==> config.mk <==
export PLATFORM = sky130hd
export DESIGN_NAME = video_timer_irq_controller
export DESIGN_NICKNAME = d
export VERILOG_FILES = /design/src/sv/vtic_pkg.sv /design/src/sv/vtic_csr.sv /design/src/sv/vtic_core.sv /design/src/sv/video_timer_irq_controller.sv
export SDC_FILE = /design/constraint.sdc
export NUM_CORES = 1
export LEC_CHECK = 0
export BUFFER_PORTS_ARGS = -buffer_cell sky130_fd_sc_hd__buf_2
export CORE_UTILIZATION = 43
export CTS_BUF_LIST = sky130_fd_sc_hd__clkbuf_8 sky130_fd_sc_hd__clkbuf_16
export CTS_CLUSTER_DIAMETER = 30
export DETAILED_ROUTE_END_ITERATION = 10
export PLACE_DENSITY = 0.75
export SLEW_MARGIN = 20
export SYNTH_ARGS = -nofsm -noshare
export SYNTH_HDL_FRONTEND = slang
export SYNTH_SLANG_ARGS = --single-unit
export TNS_END_PERCENT = 100
==> constraint.sdc <==
create_clock -name clock -period 8.8 [get_ports clock]
set_input_delay 2.64 -clock clock [delete_from_list [all_inputs] [get_ports clock]]
set_output_delay 2.64 -clock clock [all_outputs]
set_load 0.005 [all_outputs]
==> src/sv/vtic_pkg.sv <==
// shared types and constants for the video timer / interrupt controller
// no dependencies; imported by vtic_csr, vtic_core and the top level
package vtic_pkg;

   // request kinds carried on req_tuser
   localparam logic [2:0] REQ_TICK   = 3'd0;
   localparam logic [2:0] REQ_VBLANK = 3'd1;
   localparam logic [2:0] REQ_IACK   = 3'd2;
   localparam logic [2:0] REQ_ACK_WR = 3'd3;
   localparam logic [2:0] REQ_LOAD   = 3'd4;

   // configuration register indexes
   localparam logic [2:0] CSR_TIMER_RELOAD     = 3'd0;
   localparam logic [2:0] CSR_RELOAD_WHEN_ZERO = 3'd1;
   localparam logic [2:0] CSR_RELOAD_AT_VBLANK = 3'd2;
   localparam logic [2:0] CSR_TIMER_IRQ_ENABLE = 3'd3;
   localparam logic [2:0] CSR_ANIM_RELOAD      = 3'd4;

   // bit positions in the armed and pending flag vectors
   localparam int FLAG_VBLANK = 0;
   localparam int FLAG_TIMER  = 1;
   localparam int FLAG_RESET  = 2;

   localparam logic [2:0] ARMED_RESET_VALUE   = 3'b011;
   localparam logic [2:0] PENDING_RESET_VALUE = 3'b100;

   // interrupt levels, also the cpu acknowledge levels
   localparam logic [1:0] IRQ_NONE   = 2'd0;
   localparam logic [1:0] IRQ_VBLANK = 2'd1;
   localparam logic [1:0] IRQ_TIMER  = 2'd2;
   localparam logic [1:0] IRQ_RESET  = 2'd3;

   typedef struct packed {
      logic [2:0]  req_type;
      logic [2:0]  iack_level;
      logic [2:0]  ack_mask;
      logic [31:0] load_value;
   } req_item_type;

   typedef struct packed {
      logic [1:0]  irq_level;
      logic [2:0]  anim_frame;
      logic        timer_fired;
      logic [31:0] timer_count;
   } rsp_item_type;

   typedef struct packed {
      logic [31:0] timer_reload;
      logic        reload_when_zero;
      logic        reload_at_vblank;
      logic        timer_irq_enable;
      logic [7:0]  anim_reload;
   } cfg_type;

endpackage

==> src/sv/vtic_csr.sv <==
// configuration register file for the video timer / interrupt controller
// depends on vtic_pkg
module vtic_csr (
   input  logic             clock,
   input  logic             reset,
   input  logic             csr_valid,
   output logic             csr_ready,
   input  logic [2:0]       csr_addr,
   input  logic [31:0]      csr_wdata,
   output vtic_pkg::cfg_type cfg
);
   import vtic_pkg::*;

   cfg_type cfg_ff;
   cfg_type cfg_in;

   assign csr_ready = 1'b1;
   assign cfg       = cfg_ff;

   always_comb begin
      cfg_in = cfg_ff;
      if (csr_valid) begin
         unique case (csr_addr)
            CSR_TIMER_RELOAD:     cfg_in.timer_reload     = csr_wdata;
            CSR_RELOAD_WHEN_ZERO: cfg_in.reload_when_zero = csr_wdata[0];
            CSR_RELOAD_AT_VBLANK: cfg_in.reload_at_vblank = csr_wdata[0];
            CSR_TIMER_IRQ_ENABLE: cfg_in.timer_irq_enable = csr_wdata[0];
            CSR_ANIM_RELOAD:      cfg_in.anim_reload      = csr_wdata[7:0];
            default:              cfg_in = cfg_ff;
         endcase
      end
   end

   always_ff @(posedge clock) begin
      if (reset) begin
         cfg_ff <= '0;
      end else begin
         cfg_ff <= cfg_in;
      end
   end

endmodule

==> src/sv/vtic_core.sv <==
// event state update: timer counter, animation divider, armed and pending flags
// depends on vtic_pkg; state advances only on a step from the top level
module vtic_core (
   input  logic                   clock,
   input  logic                   reset,
   input  logic                   step,
   input  vtic_pkg::req_item_type item,
   input  vtic_pkg::cfg_type      cfg,
   output vtic_pkg::rsp_item_type result
);
   import vtic_pkg::*;

   logic [31:0] count_ff, count_in;
   logic [7:0]  div_ff, div_in;
   logic [2:0]  frame_ff, frame_in;
   logic [2:0]  armed_ff, armed_in;
   logic [2:0]  pend_ff, pend_in;
   logic        fired;
   logic [31:0] count_dec;

   assign count_dec = count_ff - 32'd1;

   always_comb begin
      count_in = count_ff;
      div_in   = div_ff;
      frame_in = frame_ff;
      armed_in = armed_ff;
      pend_in  = pend_ff;
      fired    = 1'b0;
      unique case (item.req_type)
         REQ_TICK: begin
            // a tick with the counter at zero is a no-op
            if (count_ff != '0) begin
               count_in = count_dec;
               if (count_dec == '0) begin
                  if (cfg.reload_when_zero) count_in = cfg.timer_reload;
                  if (armed_ff[FLAG_TIMER] && cfg.timer_irq_enable) begin
                     armed_in[FLAG_TIMER] = 1'b0;
                     pend_in[FLAG_TIMER]  = 1'b1;
                     fired                = 1'b1;
                  end
               end
            end
         end
         REQ_VBLANK: begin
            if (armed_ff[FLAG_VBLANK]) begin
               armed_in[FLAG_VBLANK] = 1'b0;
               pend_in[FLAG_VBLANK]  = 1'b1;
            end
            if (cfg.reload_at_vblank) count_in = cfg.timer_reload;
            if (div_ff == '0) begin
               div_in   = cfg.anim_reload;
               frame_in = frame_ff + 3'd1;
            end else begin
               div_in = div_ff - 8'd1;
            end
         end
         REQ_IACK: begin
            priority if (item.iack_level == {1'b0, IRQ_VBLANK}) pend_in[FLAG_VBLANK] = 1'b0;
            else if (item.iack_level == {1'b0, IRQ_TIMER})      pend_in[FLAG_TIMER]  = 1'b0;
            else if (item.iack_level == {1'b0, IRQ_RESET})      pend_in[FLAG_RESET]  = 1'b0;
            else                                                pend_in = pend_ff;
         end
         REQ_ACK_WR: armed_in = armed_ff | item.ack_mask;
         REQ_LOAD:   count_in = item.load_value;
         default:    count_in = count_ff;
      endcase
   end

   always_comb begin
      priority if (pend_in[FLAG_RESET])  result.irq_level = IRQ_RESET;
      else if (pend_in[FLAG_TIMER])      result.irq_level = IRQ_TIMER;
      else if (pend_in[FLAG_VBLANK])     result.irq_level = IRQ_VBLANK;
      else                               result.irq_level = IRQ_NONE;
      result.anim_frame  = frame_in;
      result.timer_fired = fired;
      result.timer_count = count_in;
   end

   always_ff @(posedge clock) begin
      if (reset) begin
         count_ff <= '0;
         div_ff   <= '0;
         frame_ff <= '0;
         armed_ff <= ARMED_RESET_VALUE;
         pend_ff  <= PENDING_RESET_VALUE;
      end else if (step) begin
         count_ff <= count_in;
         div_ff   <= div_in;
         frame_ff <= frame_in;
         armed_ff <= armed_in;
         pend_ff  <= pend_in;
      end
   end

   a_fire_sets_pending: assert property (@(posedge clock) disable iff (reset)
      step && fired |=> pend_ff[FLAG_TIMER] && !armed_ff[FLAG_TIMER])
      else $error("timer fire did not set pending and disarm");

   a_frame_only_on_vblank: assert property (@(posedge clock) disable iff (reset)
      !(step && item.req_type == REQ_VBLANK) |=> $stable(frame_ff))
      else $error("animation frame moved without a vblank");

   a_fire_only_on_tick: assert property (@(posedge clock) disable iff (reset)
      fired |-> item.req_type == REQ_TICK)
      else $error("timer fired on a non-tick event");

endmodule

==> src/sv/video_timer_irq_controller.sv <==
// video timer / interrupt controller, top level
// a request is held in the input register, then the core result is registered for rsp_tdata
// throughput: one request per cycle; input stalls only while a response waits with
//   rsp_tready low and the input register already holds the following request
// reset: synchronous, clears config to zero, counter/divider/frame to zero,
// arms vblank and timer, leaves only the reset interrupt pending
module video_timer_irq_controller (
   input  logic        clock,
   input  logic        reset,
   input  logic        req_tvalid,
   output logic        req_tready,
   input  logic [39:0] req_tdata,  // iack_level, ack_mask, load_value
   input  logic [2:0]  req_tuser,  // req_type
   output logic        rsp_tvalid,
   input  logic        rsp_tready,
   output logic [39:0] rsp_tdata,  // irq_level, anim_frame, timer_fired, timer_count
   input  logic        csr_valid,
   output logic        csr_ready,
   input  logic [2:0]  csr_addr,
   input  logic [31:0] csr_wdata
);
   import vtic_pkg::*;

   logic         in_valid_ff, in_valid_in;
   req_item_type in_item_ff, in_item_in;
   logic         rsp_valid_ff, rsp_valid_in;
   rsp_item_type rsp_item_ff, rsp_item_in;
   logic         advance;
   logic         req_take;
   cfg_type      cfg;
   rsp_item_type core_result;

   assign advance    = in_valid_ff && (!rsp_valid_ff || rsp_tready);
   assign req_tready = !in_valid_ff || advance;
   assign req_take   = req_tvalid && req_tready;

   always_comb begin
      in_item_in.req_type   = req_tuser;
      in_item_in.iack_level = req_tdata[2:0];
      in_item_in.ack_mask   = req_tdata[5:3];
      in_item_in.load_value = req_tdata[37:6];
      in_valid_in  = req_take || (in_valid_ff && !advance);
      rsp_valid_in = advance || (rsp_valid_ff && !rsp_tready);
      rsp_item_in  = advance ? core_result : rsp_item_ff;
   end

   vtic_csr u_csr (
      .clock     (clock),
      .reset     (reset),
      .csr_valid (csr_valid),
      .csr_ready (csr_ready),
      .csr_addr  (csr_addr),
      .csr_wdata (csr_wdata),
      .cfg       (cfg)
   );

   vtic_core u_core (
      .clock  (clock),
      .reset  (reset),
      .step   (advance),
      .item   (in_item_ff),
      .cfg    (cfg),
      .result (core_result)
   );

   always_ff @(posedge clock) begin
      if (reset) begin
         in_valid_ff  <= 1'b0;
         rsp_valid_ff <= 1'b0;
      end else begin
         in_valid_ff  <= in_valid_in;
         rsp_valid_ff <= rsp_valid_in;
      end
   end

   always_ff @(posedge clock) begin
      if (req_take) in_item_ff <= in_item_in;
      rsp_item_ff <= rsp_item_in;
   end

   assign rsp_tvalid = rsp_valid_ff;
   assign rsp_tdata  = {2'b00, rsp_item_ff.timer_count, rsp_item_ff.timer_fired,
                        rsp_item_ff.anim_frame, rsp_item_ff.irq_level};

   a_ready_when_empty: assert property (@(posedge clock) disable iff (reset)
      !rsp_valid_ff |-> req_tready)
      else $error("input stalled with an empty response register");

   a_advance_loads_rsp: assert property (@(posedge clock) disable iff (reset)
      advance |=> rsp_valid_ff)
      else $error("processed transaction did not reach the response register");

   a_held_input_stays: assert property (@(posedge clock) disable iff (reset)
      in_valid_ff && !advance |=> in_valid_ff && $stable(in_item_ff))
      else $error("stalled transaction lost from input register");

endmodule

==> impl_metrics.json <==
{
  "outcome": "finished clean",
  "num_antenna_cells": 0,
  "num_vias": 8301,
  "cts_max_level": 4,
  "drtPass1Iterations": 6,
  "routed_wirelength_microns": 25200,
  "synth_top_flop_cell": "dfxtp_1",
  "path_common_cell": "buf_2",
  "place_hpwl_microns": 16900,
  "num_rows": 53,
  "syn_area_per_cell_sq_um": 8.69,
  "core_sq_mm": 0.0210,
  "numPortBuffers": 119,
  "crit_fanout": 4,
  "gr-total-overflow": 0,
  "cts.sinks": 171,
  "clk_pin_slew_worst_paths_ns": 0.07,
  "synth_seq_cells": 171,
  "dieArea_sq_mm": 0.0219,
  "synthToLayoutAreaGrowth_pct": 13.7,
  "ioPinCount": 126,
  "cp_top_family": "simple AND/OR/NAND/NOR gates",
  "cts_tree": "done",
  "initial_core_util": 0.438,
  "drtIter0Drc": 728,
  "gp_congestion": 0.920,
  "path_depth": 4,
  "antenna_found_initial": 0,
  "critPathCaptureType": "output pin",
  "power_density_mw_per_mm2": 192,
  "post_cts_resized": 0,
  "maxSlewHeadroom": 0.314,
  "hold_depth": 2,
  "cp.required_ns": 6.16,
  "grt_usage": 0.230,
  "synth_edf_count": 78,
  "clockBufferDepth": 2,
  "dpl_cell_area_sq_mm": 0.00986,
  "crit_arrival_ns": 3.17,
  "drc": 0,
  "via_per_inst": 5.90,
  "hold_buffers": 0,
  "cts_made_buffers": 17,
  "rsz0062_at_grt": "false",
  "multiInputGateArea_sq_mm": 0.00457,
  "final_layout_size_suffix_gt1_frac": 0.163,
  "post_cts.repair.setup_buffers": 0,
  "clk_latency_ns": 0.43,
  "setup-tns-final_ns": 0,
  "max-vdd-ir-drop_mv": 0.132,
  "die_y_microns": 148,
  "ys_warn_count": 0,
  "cp_num_buf_inv": 2,
  "slew_viol_final": 0,
  "hp-class": "reg -> reg",
  "netlist_instances": 1056,
  "final_area_sq_mm": 0.0104,
  "ant_nets": 0,
  "maxCapViolCount": 0,
  "reg2reg_depth": 9,
  "async_flop_share": 0,
  "period_share": 0.661,
  "nFillCells": 2012,
  "fmax_mhz": 172,
  "slowest_stage": "nor2b_1",
  "fin_crit_ns": 5.81,
  "setup_viol": 0,
  "grt_pass1_wl_microns": 39300,
  "route.detailed.wl_per_inst_microns": 17.9,
  "netlist_area_sq_mm": 0.00918,
  "max_stage_delay_ns": 0.21,
  "area.sequential_sq_mm": 0.00421,
  "start_kind": "primary input",
  "ys_types": 68,
  "die_x_microns": 148,
  "crit_chain": "buf_2 > nor2b_1 > nand2_1 > buf_2",
  "grt_pass1_vias": 7466,
  "finish.net_count": 1208,
  "grt_max_degree": 54,
  "finalHoldViolCount": 0,
  "worst_clock_skew_ns": 0.00988,
  "p_leak_nw": 3.72,
  "tightest_slew_ns": 1.03,
  "ctsRootBufferMaster": "clkbuf_16",
  "worstSetupPathType": "in -> out",
  "ys_seq_area_frac": 0.458,
  "holdWs_ns": 0.460
}
-- worst min-delay path, delay by kind of cell (launching register included) --
kind / cells / cell delay (ns)
AO/OA/AOI/OAI: 1 / 0.05
flip-flops: 1 / 0.31
AND/OR/NAND/NOR: 1 / 0.05
-- registers in the layout (all words and copies together), names as in the netlist, 2 cells and up --
| register | count |
|---|---|
| in_item_ff | 40 |
| rsp_tdata | 38 |
| u_core.frame_ff | 3 |
| u_core.armed_ff | 2 |
| u_core.pend_ff | 3 |
| u_csr.cfg | 43 |
| u_core.count_ff | 32 |
| u_core.div_ff | 8 |
-- final cells by class --
type                            count  share of cell area
Clock inverter                     13              0.0107
Tap cell                          275              0.0330
Timing Repair Buffer              132              0.0664
Inverter                           11             0.00396
Multi-Input combinational cell    786               0.438
Clock buffer                       19              0.0445
Sequential cell                   171               0.403
-- final timing paths --
check	from	end	slack [ns]
hold / removal	u_csr.cfg[3]	u_csr.cfg[3]	0.46
setup / recovery	rsp_tready	req_tready	2.99
setup reg to reg	u_core.count_ff[0]	rsp_tdata[30]	4.30
hold reg to reg	u_csr.cfg[3]	u_csr.cfg[3]	0.46
-- cell usage in the layout, fill, tap and decap left out, types with 6 or more instances in the layout --
master / instances
o21ai_0: 60
edfxtp_1: 78
xor2_1: 15
dfxtp_1: 92
nand2b_1: 13
nor4_1: 34
a221oi_1: 12
or4_1: 16
o31ai_1: 10
nor3_1: 40
a21oi_1: 104
buf_2: 119
clkbuf_16: 18
mux2i_1: 33
inv_1: 10
nor3b_1: 9
nor2_1: 93
nand2_1: 156
xnor2_1: 21
a211oi_1: 13
or3_1: 8
buf_4: 13
o22ai_1: 9
o211ai_1: 8
ha_1: 6
nand3_1: 25
and3_1: 8
-- cells in the mapped netlist (9+ instances only) --
cell type | number | share of area
nor2_1 | 95 | 0.039
a221oi_1 | 12 | 0.011
o22ai_1 | 9 | 0.0061
dfxtp_1 | 93 | 0.20
a21oi_1 | 104 | 0.057
or4_1 | 16 | 0.013
mux2i_1 | 33 | 0.036
nand2b_1 | 13 | 0.0089
o21ai_0 | 60 | 0.033
nand3_1 | 25 | 0.014
clkbuf_1 | 68 | 0.028
xnor2_1 | 21 | 0.020
nor3_1 | 41 | 0.022
nor4_1 | 34 | 0.023
a211oi_1 | 13 | 0.011
o31ai_1 | 10 | 0.0082
nand2_1 | 156 | 0.064
nor3b_1 | 9 | 0.0074
edfxtp_1 | 78 | 0.26
inv_1 | 10 | 0.0041
xor2_1 | 15 | 0.014
-- logic make-up after synthesis --
logic type,Yosys count,share of synthesized area
adder cells (fa/ha/maj),6,0.00818
other,2,0.000818
multiplexers,34,0.0372
XOR/XNOR,36,0.0343
flip-flops,171,0.458
AO/OA/AOI/OAI,262,0.174
AND/OR/NAND/NOR,445,0.242
buffers and inverters,100,0.0455
-- metal layers --
layer / wire length [microns] / track usage / part of all wire
met5: 0 / 0 / 0
met4: 509 / 0.0959 / 0.020
met3: 2140 / 0.0503 / 0.085
met2: 11300 / 0.351 / 0.45
met1: 11200 / 0.314 / 0.45
-- stage by stage --
stage | power (W) | utilization | instances | worst slack [ns]
after floorplan | 0.00117 | - | 1057 | 3.25
after global placement | 0.00127 | 0.470 | 1375 | 3.01
after detailed placement | 0.00127 | 0.470 | 1375 | 3.01
after CTS | 0.00201 | 0.498 | 1407 | 3.00
after global routing | 0.00208 | 0.498 | 1407 | 2.92
final | 0.00200 | 0.498 | 1407 | 2.99
-- power by group --
group | total (W) | switching [W] | internal [W] | leakage [nW]
clock network | 0.000740 | 0.000324 | 0.000415 | 0.293
logic | 0.000361 | 0.000227 | 0.000135 | 1.92
registers | 0.000902 | 0.0000323 | 0.000870 | 1.51
Power figures use the tool's default switching activity.
